[src/sv/stepper_wave_drive_speed_buttons_unit_macros.svh]
// ----------------------------------------------------------------------------
// Stepper wave drive assertion macros
// Shared concurrent assertion forms, sampled on clk and disabled in reset.
// ----------------------------------------------------------------------------
`ifndef STEPPER_WAVE_DRIVE_SPEED_BUTTONS_UNIT_MACROS_SVH
`define STEPPER_WAVE_DRIVE_SPEED_BUTTONS_UNIT_MACROS_SVH

// The consequent must hold in the same cycle as the antecedent.
`define SWDSB_ASSERT_IMPL(lbl, ante, cons) \
  lbl: assert property (@(posedge clk) disable iff (!rst_n) (ante) |-> (cons)) \
    else $error("swdsb assertion failed");

// The consequent must hold in the cycle after the antecedent.
`define SWDSB_ASSERT_NEXT(lbl, ante, cons) \
  lbl: assert property (@(posedge clk) disable iff (!rst_n) (ante) |=> (cons)) \
    else $error("swdsb assertion failed");

`endif

[src/sv/swdsb_pkg.sv]
// ----------------------------------------------------------------------------
// Stepper wave drive package
// Widths, reset values, register indexes and shared types.
// ----------------------------------------------------------------------------
`default_nettype none

package swdsb_pkg;

  localparam int unsigned RegW   = 8;
  localparam int unsigned PhaseW = 2;
  localparam int unsigned CoilW  = 4;
  localparam int unsigned CfgIdxW = 2;

  localparam logic [RegW-1:0] DebounceLimitRst = 8'd8;
  localparam logic [RegW-1:0] MinDelayRst      = 8'd2;
  localparam logic [RegW-1:0] MaxDelayRst      = 8'd10;
  localparam logic [RegW-1:0] InitDelayRst     = 8'd5;

  typedef enum logic [CfgIdxW-1:0] {
    REG_DEBOUNCE_LIMIT = 2'd0,
    REG_MIN_DELAY      = 2'd1,
    REG_MAX_DELAY      = 2'd2,
    REG_INIT_DELAY     = 2'd3
  } reg_idx_t;

  typedef struct packed {
    logic [RegW-1:0] debounce_limit;
    logic [RegW-1:0] min_step_delay;
    logic [RegW-1:0] max_step_delay;
  } cfg_t;

  typedef struct packed {
    logic [CoilW-1:0]  coil_drive;
    logic [RegW-1:0]   current_step_delay;
    logic [PhaseW-1:0] current_phase;
  } result_t;

endpackage

`default_nettype wire

[src/sv/swdsb_cfg_regs.sv]
// ----------------------------------------------------------------------------
// Stepper wave drive configuration registers
// Holds the debounce limit and the speed bounds written over the cfg port.
// ----------------------------------------------------------------------------
`default_nettype none

module swdsb_cfg_regs (
  input  wire logic                          clk,
  input  wire logic                          rst_n,
  input  wire logic                          cfg_valid,
  output logic                               cfg_ready,
  input  wire logic [swdsb_pkg::CfgIdxW-1:0] cfg_index,
  input  wire logic [swdsb_pkg::RegW-1:0]    cfg_data,
  output swdsb_pkg::cfg_t                    cfg
);

  swdsb_pkg::cfg_t cfg_r;
  swdsb_pkg::cfg_t cfg_nxt;

  assign cfg_ready = 1'b1;
  assign cfg       = cfg_r;

  // Writes to the initial delay index are ignored; the core loads InitDelayRst at reset.
  always_comb begin
    cfg_nxt = cfg_r;
    if (cfg_valid) begin
      case (swdsb_pkg::reg_idx_t'(cfg_index))
        swdsb_pkg::REG_DEBOUNCE_LIMIT: cfg_nxt.debounce_limit = cfg_data;
        swdsb_pkg::REG_MIN_DELAY:      cfg_nxt.min_step_delay = cfg_data;
        swdsb_pkg::REG_MAX_DELAY:      cfg_nxt.max_step_delay = cfg_data;
        default:                       cfg_nxt = cfg_r;
      endcase
    end
  end

  always_ff @(posedge clk) begin
    if (!rst_n) begin
      cfg_r.debounce_limit <= swdsb_pkg::DebounceLimitRst;
      cfg_r.min_step_delay <= swdsb_pkg::MinDelayRst;
      cfg_r.max_step_delay <= swdsb_pkg::MaxDelayRst;
    end else begin
      cfg_r <= cfg_nxt;
    end
  end

endmodule

`default_nettype wire

[src/sv/swdsb_core.sv]
// ----------------------------------------------------------------------------
// Stepper wave drive sequencing core
// Debounce counters, speed adjustment and phase timing for one tick a cycle while step is high.
// ----------------------------------------------------------------------------
`default_nettype none

`include "stepper_wave_drive_speed_buttons_unit_macros.svh"

module swdsb_core (
  input  wire logic            clk,
  input  wire logic            rst_n,
  input  wire logic            step,
  input  wire logic            slower_released,
  input  wire logic            faster_released,
  input  wire swdsb_pkg::cfg_t cfg,
  output swdsb_pkg::result_t   result
);

  logic [swdsb_pkg::RegW-1:0]   slow_cnt_r, slow_cnt_nxt;
  logic [swdsb_pkg::RegW-1:0]   fast_cnt_r, fast_cnt_nxt;
  logic [swdsb_pkg::RegW-1:0]   delay_r, delay_nxt;
  logic                         slow_flag_r, slow_flag_nxt;
  logic                         fast_flag_r, fast_flag_nxt;
  logic [swdsb_pkg::PhaseW-1:0] phase_r, phase_nxt;
  logic [swdsb_pkg::RegW-1:0]   tick_r, tick_nxt;
  logic                         cycle_start;
  logic                         slow_hit, fast_hit;
  logic                         slow_flag_mid, fast_flag_mid;
  logic [swdsb_pkg::RegW-1:0]   delay_mid;
  logic [swdsb_pkg::RegW-1:0]   limit;
  logic [swdsb_pkg::RegW-1:0]   limit_r;
  logic [swdsb_pkg::RegW-1:0]   tick_inc;

  assign cycle_start = (phase_r == '0) && (tick_r == '0);

  always_comb begin
    slow_cnt_nxt  = slow_cnt_r;
    fast_cnt_nxt  = fast_cnt_r;
    slow_flag_mid = slow_flag_r;
    fast_flag_mid = fast_flag_r;
    slow_hit      = 1'b0;
    fast_hit      = 1'b0;
    if (cycle_start) begin
      if (slower_released && !slow_flag_r) begin
        if (slow_cnt_r < cfg.debounce_limit) begin
          slow_cnt_nxt = slow_cnt_r + 8'd1;
        end
      end else begin
        if (slow_cnt_r == cfg.debounce_limit) begin
          slow_hit      = 1'b1;
          slow_flag_mid = 1'b0;
        end
        slow_cnt_nxt = '0;
      end
      if (faster_released && !fast_flag_r) begin
        if (fast_cnt_r < cfg.debounce_limit) begin
          fast_cnt_nxt = fast_cnt_r + 8'd1;
        end
      end else begin
        if (fast_cnt_r == cfg.debounce_limit) begin
          fast_hit      = 1'b1;
          fast_flag_mid = 1'b0;
        end
        fast_cnt_nxt = '0;
      end
    end
    slow_flag_nxt = slow_flag_mid | ~slower_released;
    fast_flag_nxt = fast_flag_mid | ~faster_released;
  end

  always_comb begin
    delay_mid = delay_r;
    if (slow_hit && (delay_r < cfg.max_step_delay)) begin
      delay_mid = delay_r + 8'd1;
    end
    delay_nxt = delay_mid;
    if (fast_hit && (delay_mid > cfg.min_step_delay)) begin
      delay_nxt = delay_mid - 8'd1;
    end
  end

  always_comb begin
    limit    = (delay_nxt == '0) ? 8'd1 : delay_nxt;
    tick_inc = tick_r + 8'd1;
    tick_nxt = tick_inc;
    phase_nxt = phase_r;
    if (tick_inc >= limit) begin
      tick_nxt  = '0;
      phase_nxt = phase_r + 2'd1;
    end
  end

  assign result.coil_drive         = swdsb_pkg::CoilW'(1) << phase_r;
  assign result.current_step_delay = delay_nxt;
  assign result.current_phase      = phase_r;

  always_ff @(posedge clk) begin
    if (!rst_n) begin
      slow_cnt_r  <= '0;
      fast_cnt_r  <= '0;
      delay_r     <= swdsb_pkg::InitDelayRst;
      slow_flag_r <= 1'b0;
      fast_flag_r <= 1'b0;
      phase_r     <= '0;
      tick_r      <= '0;
    end else if (step) begin
      slow_cnt_r  <= slow_cnt_nxt;
      fast_cnt_r  <= fast_cnt_nxt;
      delay_r     <= delay_nxt;
      slow_flag_r <= slow_flag_nxt;
      fast_flag_r <= fast_flag_nxt;
      phase_r     <= phase_nxt;
      tick_r      <= tick_nxt;
    end
  end

  assign limit_r = (delay_r == '0) ? 8'd1 : delay_r;

  `SWDSB_ASSERT_IMPL(a_tick_below_limit, 1'b1, tick_r < limit_r)
  `SWDSB_ASSERT_NEXT(a_delay_moves_at_start, step && !cycle_start, $stable(delay_r))
  `SWDSB_ASSERT_NEXT(a_phase_moves_on_wrap, step && (tick_nxt != '0), $stable(phase_r))

endmodule

`default_nettype wire

[src/sv/stepper_wave_drive_speed_buttons_unit.sv]
// ----------------------------------------------------------------------------
// Stepper wave drive sequencer with speed buttons
// Each input word is one 1 ms tick carrying both button levels and yields one
// result word with the coil enables, the active step delay and the phase. A
// new word is taken every clock unless the full output stalls; the result is
// registered in the output register when the core advances. The rate is set
// by the core state update between the input and output registers.
// Configuration is taken at any time and is meant to be written while idle.
// ----------------------------------------------------------------------------
`default_nettype none

`include "stepper_wave_drive_speed_buttons_unit_macros.svh"

module stepper_wave_drive_speed_buttons_unit (
  input  wire logic                          clk,
  input  wire logic                          rst_n,
  input  wire logic                          in_valid,
  output logic                               in_ready,
  input  wire logic                          in_slower_released,
  input  wire logic                          in_faster_released,
  output logic                               out_valid,
  input  wire logic                          out_ready,
  output logic [swdsb_pkg::CoilW-1:0]        out_coil_drive,
  output logic [swdsb_pkg::RegW-1:0]         out_current_step_delay,
  output logic [swdsb_pkg::PhaseW-1:0]       out_current_phase,
  input  wire logic                          cfg_valid,
  output logic                               cfg_ready,
  input  wire logic [swdsb_pkg::CfgIdxW-1:0] cfg_index,
  input  wire logic [swdsb_pkg::RegW-1:0]    cfg_data
);

  swdsb_pkg::cfg_t    cfg;
  swdsb_pkg::result_t core_res;
  swdsb_pkg::result_t res_r;
  logic               in_v_r;
  logic               slow_r;
  logic               fast_r;
  logic               out_v_r;
  logic               advance;

  swdsb_cfg_regs u_cfg (
    .clk       (clk),
    .rst_n     (rst_n),
    .cfg_valid (cfg_valid),
    .cfg_ready (cfg_ready),
    .cfg_index (cfg_index),
    .cfg_data  (cfg_data),
    .cfg       (cfg)
  );

  swdsb_core u_core (
    .clk             (clk),
    .rst_n           (rst_n),
    .step            (advance),
    .slower_released (slow_r),
    .faster_released (fast_r),
    .cfg             (cfg),
    .result          (core_res)
  );

  assign advance  = in_v_r && (!out_v_r || out_ready);
  assign in_ready = !in_v_r || advance;

  always_ff @(posedge clk) begin
    if (!rst_n) begin
      in_v_r  <= 1'b0;
      out_v_r <= 1'b0;
    end else begin
      if (in_ready) begin
        in_v_r <= in_valid;
      end
      if (advance) begin
        out_v_r <= 1'b1;
      end else if (out_ready) begin
        out_v_r <= 1'b0;
      end
    end
  end

  always_ff @(posedge clk) begin
    if (in_ready && in_valid) begin
      slow_r <= in_slower_released;
      fast_r <= in_faster_released;
    end
    if (advance) begin
      res_r <= core_res;
    end
  end

  assign out_valid              = out_v_r;
  assign out_coil_drive         = res_r.coil_drive;
  assign out_current_step_delay = res_r.current_step_delay;
  assign out_current_phase      = res_r.current_phase;

  `SWDSB_ASSERT_IMPL(a_coil_matches_phase, out_v_r, out_coil_drive == (4'd1 << out_current_phase))
  `SWDSB_ASSERT_NEXT(a_out_held, out_v_r && !out_ready, out_v_r && $stable(res_r))
  `SWDSB_ASSERT_IMPL(a_full_stalls_input, in_v_r && out_v_r && !out_ready, !in_ready)

endmodule

`default_nettype wire
[config.mk]
export PLATFORM = sky130hd
export DESIGN_NAME = stepper_wave_drive_speed_buttons_unit
export DESIGN_NICKNAME = d
export VERILOG_FILES = /design/src/sv/swdsb_pkg.sv /design/src/sv/swdsb_cfg_regs.sv /design/src/sv/swdsb_core.sv /design/src/sv/stepper_wave_drive_speed_buttons_unit.sv
export VERILOG_INCLUDE_DIRS = /design/src /design/src/sv
export SDC_FILE = /design/constraint.sdc
export NUM_CORES = 1
export LEC_CHECK = 0
export BUFFER_PORTS_ARGS = -buffer_cell sky130_fd_sc_hd__buf_2
export CAP_MARGIN = 30
export CELL_PAD_IN_SITES_DETAIL_PLACEMENT = 0
export CELL_PAD_IN_SITES_GLOBAL_PLACEMENT = 1
export CORE_MARGIN = 3
export CORE_UTILIZATION = 42
export DETAILED_ROUTE_END_ITERATION = 8
export PLACE_DENSITY = 0.79
export SETUP_SLACK_MARGIN = 0.1
export SLEW_MARGIN = 20
export SYNTH_ARGS = -nofsm -noshare
export SYNTH_HDL_FRONTEND = slang
export SYNTH_SLANG_ARGS = --single-unit
[constraint.sdc]
create_clock -name clk -period 6 [get_ports clk]
set_input_delay 1.5 -clock clk [delete_from_list [all_inputs] [get_ports clk]]
set_output_delay 1.5 -clock clk [all_outputs]
set_load 0.02 [all_outputs]
# ---- After elaboration in Yosys (flattened, before gate mapping)
# Index checks and enable logic that the tools add are counted.
dict set report totals {
  reg_bits 78
  latchBits 0
  mem_bits_rw 0
  romBits 0
  input_bits 17
  elab_cells 85
  n_memories 0
}
dict set report op_classes {
  addsub 6
  mul 0
  div 0
  order_cmp 5
  eq_ne 6
  shift 1
  muxes 22
  n_bitwise 4
  reduce_logical 24
}
# cell count
set op_table {}
lappend op_table {{2-to-1 mux 8 bit} 8}
lappend op_table {{adder 8 x 1 -> 8 bit, second input constant} 4}
lappend op_table {{< comparator 8 bit} 3}
lappend op_table {{== test 8 bit} 2}
lappend op_table {{logical NOT 8 bit} 2}
lappend op_table {{2-to-1 mux 1 bit} 14}
lappend op_table {{greater-or-equal comparator 8 bit} 1}
lappend op_table {{> comparator 8 bit} 1}
lappend op_table {{AND reduction 2 bit} 4}
lappend op_table {{subtractor 8 x 1 -> 8 bit, second input constant} 1}
lappend op_table {{logical AND 1 bit} 7}
lappend op_table {{AND reduction 3 bit} 2}
lappend op_table {{logical NOT 1 bit} 4}
lappend op_table {{logical NOT 2 bit} 2}
lappend op_table {{inequality test 2 bit, second input constant} 2}
lappend op_table {{left shift 1 x 2 -> 4 bit, first input constant} 1}
lappend op_table {{adder 2 x 1 -> 2 bit, second input constant} 1}
lappend op_table {{== test 2 x 1 -> 1 bit, second input constant} 1}
lappend op_table {{== test 2 bit, second input constant} 1}
lappend op_table {{logical OR 1 bit} 2}
lappend op_table {{inverter 1 bit} 2}
lappend op_table {{bitwise OR 1 bit} 2}
lappend op_table {{nonzero test 2 bit} 1}

# ---- Depth between registers and ports, before layout
dict set report logic_depth {
  depth_word 13
  ltp_mapped 32
}

# ---- Cells and area by module
# Synthesis repeated with hierarchy kept, for this count alone.
dict set report hier_totals {
  hier_cells 558
  area_unflattened_um2 4999.8
}
# module n_inst cells_each area_each_um2
set modules_own_cells {}
lappend modules_own_cells {swdsb_core 1 438 3467.1}
lappend modules_own_cells {swdsb_cfg_regs 1 95 948.4}
lappend modules_own_cells {stepper_wave_drive_speed_buttons_unit 1 25 584.3}

# ---- Worst setup path before layout
# No wires, ideal clock.
dict set report synth_path {
  kind {register to register}
  start {register u_core.delay_r[1] (netlist bit)}
  end {register u_core.phase_r[1] (netlist bit)}
  setup_ns 0.134
  t_arrival_ns 6.099
  required_ns 5.866
  slack_ns -0.233
  path_stages_with_launch 30
  n_path_buf 1
  synth_period_minus_slack_ns 6.233
  cell_sequence {dfxtp_1 -> ha_1 -> a2111o_1 -> a2111o_1 -> or3_1 -> nor2_1 -> xnor2_1 -> inv_1 -> ha_1 -> and3_1 -> nand3_1 -> nand2b_1 -> o21a_2 -> nand4b_1 -> xnor2_1 -> inv_1 -> nor2_1 -> a41o_1 -> ha_1 -> nand2b_1 -> a21o_1 -> a21o_1 -> a21o_1 -> a21o_1 -> a21o_1 -> a21o_1 -> a21oi_1 -> clkbuf_1 -> nand3b_1 -> a21oi_1}
}
# element line
set synth_lines {}
lappend synth_lines {{from (decl)} swdsb_core.sv:21} ;# logic [swdsb_pkg::RegW-1:0] delay_r, delay_nxt;
lappend synth_lines {{from (signal assigned)} swdsb_core.sv:101} ;# delay_r <= swdsb_pkg::InitDelayRst;
lappend synth_lines {{from (signal assigned)} swdsb_core.sv:109} ;# delay_r <= delay_nxt;
lappend synth_lines {{to (signal assigned)} swdsb_core.sv:112} ;# phase_r <= phase_nxt;
lappend synth_lines {{to (decl)} swdsb_core.sv:24} ;# logic [swdsb_pkg::PhaseW-1:0] phase_r, phase_nxt;

==> metrics.txt <==
Flop pwr share 0.514; Post-synth EDFFs 16; clock sinks 78; Critical-path top delay cell a2111o_1; total CTS buffers 9; pin count of the biggest net entering global routing 38; Detail Route Antenna Nets 0; worst reg2reg setup slack 0.05 ns; Final Hold Vio Count 0; Die ar. 12,200 um^2; layout cells sized above 1 0.270; Synthesized Nets 579; footprint of the multi-input gates 2880 um^2; post-route clock period utilization 0.991; Synth top cells by count 66 x nor2_1, 62 x dfxtp_1, 44 x ha_1; Die W 110 um; Synth area leaders dfxtp_1 27%, ha_1 12%, edfxtp_1 10%, nor2_1 5.4%, xnor2_1 4.2%; Layout area overhead 25.9%; Slew Limit Headroom 0.562; max_cap viols 0; Worst Skew 0.00849 ns; # rows 37; Longest Clk Path Bufs 2; drt pass-1 iters 5; via/cell ratio 5.22; warnings from Yosys 0; core area 10,500 um^2; status finished clean; gpl congestion 0.894; number of nets in the layout 671; cts hold-fix bufs 0; DRC viols 0; asr flop ratio synth 0; clk root buf clkbuf_8; Max Fclk 0.168 GHz; nature of the critical path endpoint flop; reg2reg path depth 30; worst hold stages 2; final WL 11,300 um; Clock power frac 0.329; Post-Place Cells 717; Initial DRC Count 201; leakage 2.49 nW; Worst-path clk slew 0.08 ns; H-tree levels 3; via total after detailed routing 3,923; Ports 34; hold path endpoint u_core.tick_r[7]; initial core utilization 0.438; Synth cell types 56; die height 110 um; Avg Cell Area, Syn 8.85 um^2; GRT overflow 0; initial antenna violation count 0; leading area contributor after synthesis dfxtp_1; sequential area share after synthesis 0.376; Power per Cell Area 187 nW/um^2; Reg area 1730 um^2; final-report setup violation count 0; synthesized flop and latch total 78; Clock Latency Late Sink 0.35 ns; post-detail-place hpwl 8320 um; IO buf count 32; most frequent cell on the critical path a21o_1; Pins Over Slew Limit 0; combinational share of power 0.157; RR Startpoint u_core.slow_cnt_r[6]; Avg WL per Cell 15.0 um; startpoint class of the critical path flop; hold path start u_core.tick_r[7]; Crit Path Max Fanout 6; top-area cell type share of the netlist area 0.271; WP data arrival 6.17 ns; All-Layer GR Usage 0.183; CTS tree yes; Tightest Pin Transition 0.651 ns; HP Class flop to flop; fill count 969; slowest stage delay, CP 0.48 ns; most frequent cell after synthesis nor2_1; vias in the first global route 3,686; Most used DFF post-synth dfxtp_1; min Tclk post-route 5.95 ns; reg2reg end u_core.phase_r[1]; Post-Layout Cell Count 751; switching share of power 0.275; Worst Path Class, Setup flop to flop; RSZ-0062 raised after global routing true; Internal 0.783 mW; final core occ 0.552; n_diodes 0; Max VDD drop 93.9 uV; worst path required time 6.22 ns; Mapped Cells 518; Switch Pwr 0.298 mW; synthesized area 4580 um^2; first-pass GRT wire length 18,200 um
## flip-flops by register name, summed over array words and instances (netlist names)
signal and cells:
slow_r 1, u_core.phase_r 2, u_core.tick_r 8, out_current_step_delay 8, fast_r 1, out_valid 1, u_core.fast_flag_r 1, in_v_r 1
u_core.delay_r 8, out_current_phase 2, u_core.fast_cnt_r 8, u_core.slow_flag_r 1, u_cfg.cfg 24, out_coil_drive 4, u_core.slow_cnt_r 8
## worst max-delay path: cells and delay by family (launching register included)
kind	cells	cell delay (ns)
AOI/OAI and AO/OA	12	2.30
adders and majority gates	3	0.83
and+or+nand+nor	10	1.65
buffers and inverters	3	0.34
DFF	1	0.36
xor gates and xnor gates	2	0.31
## cells in the final DEF (no fill, tap or decap), drive strengths merged, types with 2 or more instances in the layout
| master | synthesis | final |
|---|---|---|
| nand3 | 27 | 27 |
| clkbuf | 13 | 11 |
| buf | 2 | 96 |
| nand3b | 3 | 3 |
| dfxtp | 62 | 62 |
| nand2b | 8 | 8 |
| clkinvlp | 0 | 2 |
| or2 | 4 | 4 |
| o21ai | 13 | 13 |
| o22ai | 4 | 4 |
| a21o | 9 | 9 |
| nand4 | 5 | 5 |
| and3 | 3 | 3 |
| or3 | 8 | 8 |
| ha | 44 | 44 |
| nor4 | 4 | 4 |
| nand2 | 43 | 43 |
| a22oi | 3 | 3 |
| xor2 | 14 | 14 |
| inv | 44 | 46 |
| edfxtp | 16 | 16 |
| and2 | 4 | 4 |
| clkinv | 1 | 2 |
| a21oi | 31 | 31 |
| nor3b | 2 | 2 |
| o21a | 3 | 3 |
| o211ai | 8 | 8 |
| mux2i | 19 | 19 |
| nor2 | 67 | 67 |
| o31ai | 3 | 3 |
| nor2b | 9 | 9 |
| nor3 | 3 | 3 |
| xnor2 | 22 | 22 |
| a2111o | 2 | 2 |
## timing repair
item,CTS,global route
hold endpoints to repair,0,0
setup endpoints to repair,10,10
buffers inserted,8,9
gates resized for setup,22,15
pin swaps,37,17
## stage by stage
stage | area [um^2] | TNS (ns) | power, mW | setup WS (ns) | hold slack, ns
3_3_place_gp | 5250 | 0 | 0.719 | 0.0272 | 0.471
5_1_grt | 5770 | -2.11 | 1.14 | -0.232 | 0.522
3_5_place_dp | 5250 | -0.758 | 0.723 | -0.0985 | 0.478
4_1_cts | 5610 | 0 | 1.09 | 0.0436 | 0.495
6_report | 5770 | 0 | 1.08 | 0.0545 | 0.496
2_1_floorplan | 4650 | 0 | 0.672 | 0.132 | 0.458
## worst max-delay path by stage
stage | from | to | cells after the start
3_3_place_gp | u_core.delay_r[1] | u_core.tick_r[6] | 28
3_5_place_dp | u_core.phase_r[1] | u_core.tick_r[6] | 30
5_1_grt | u_cfg.cfg[23] | u_core.tick_r[2] | 30
6_report | u_core.slow_cnt_r[6] | u_core.phase_r[1] | 30
2_1_floorplan | u_cfg.cfg[1] | u_core.phase_r[1] | 29
4_1_cts | u_cfg.cfg[22] | u_core.phase_r[1] | 31
## metal layers
layer  vias to the layer above  track usage  routed length [um]
li1                       1967            -                   -
met1                      1866        0.249                5320
met2                        77        0.289                5250
met3                        13       0.0356                 501
met4                         0       0.0624                 174
met5                         -            0                   0
## kinds of logic after synthesis
logic type                 share of synthesized area
and+or+nand+nor                                0.208
AOI/OAI and AO/OA                              0.123
DFF                                            0.376
buffers and inverters                         0.0508
adders and majority gates                      0.122
xor gates and xnor gates                      0.0737
muxes                                         0.0467
other                                       0.000818
## area by class of cell
class	instances	share of cell area
multi-input combinational	380	0.498
sequential	78	0.300
timing repair buffer	96	0.114
tap	136	0.0295
inverter	45	0.0293
clock buffer	11	0.0245
clock inverter	5	0.00564
## power groups by stage
stage          Sequential [mW]  Combinational (mW)  Clock, mW
2_1_floorplan            0.572               0.100          0
3_3_place_gp             0.568               0.151          0
3_5_place_dp             0.568               0.155          0
4_1_cts                  0.556               0.161      0.370
5_1_grt                  0.558               0.186      0.392
6_report                 0.556               0.170      0.355
No activity file was read; power rests on OpenSTA's default activity.
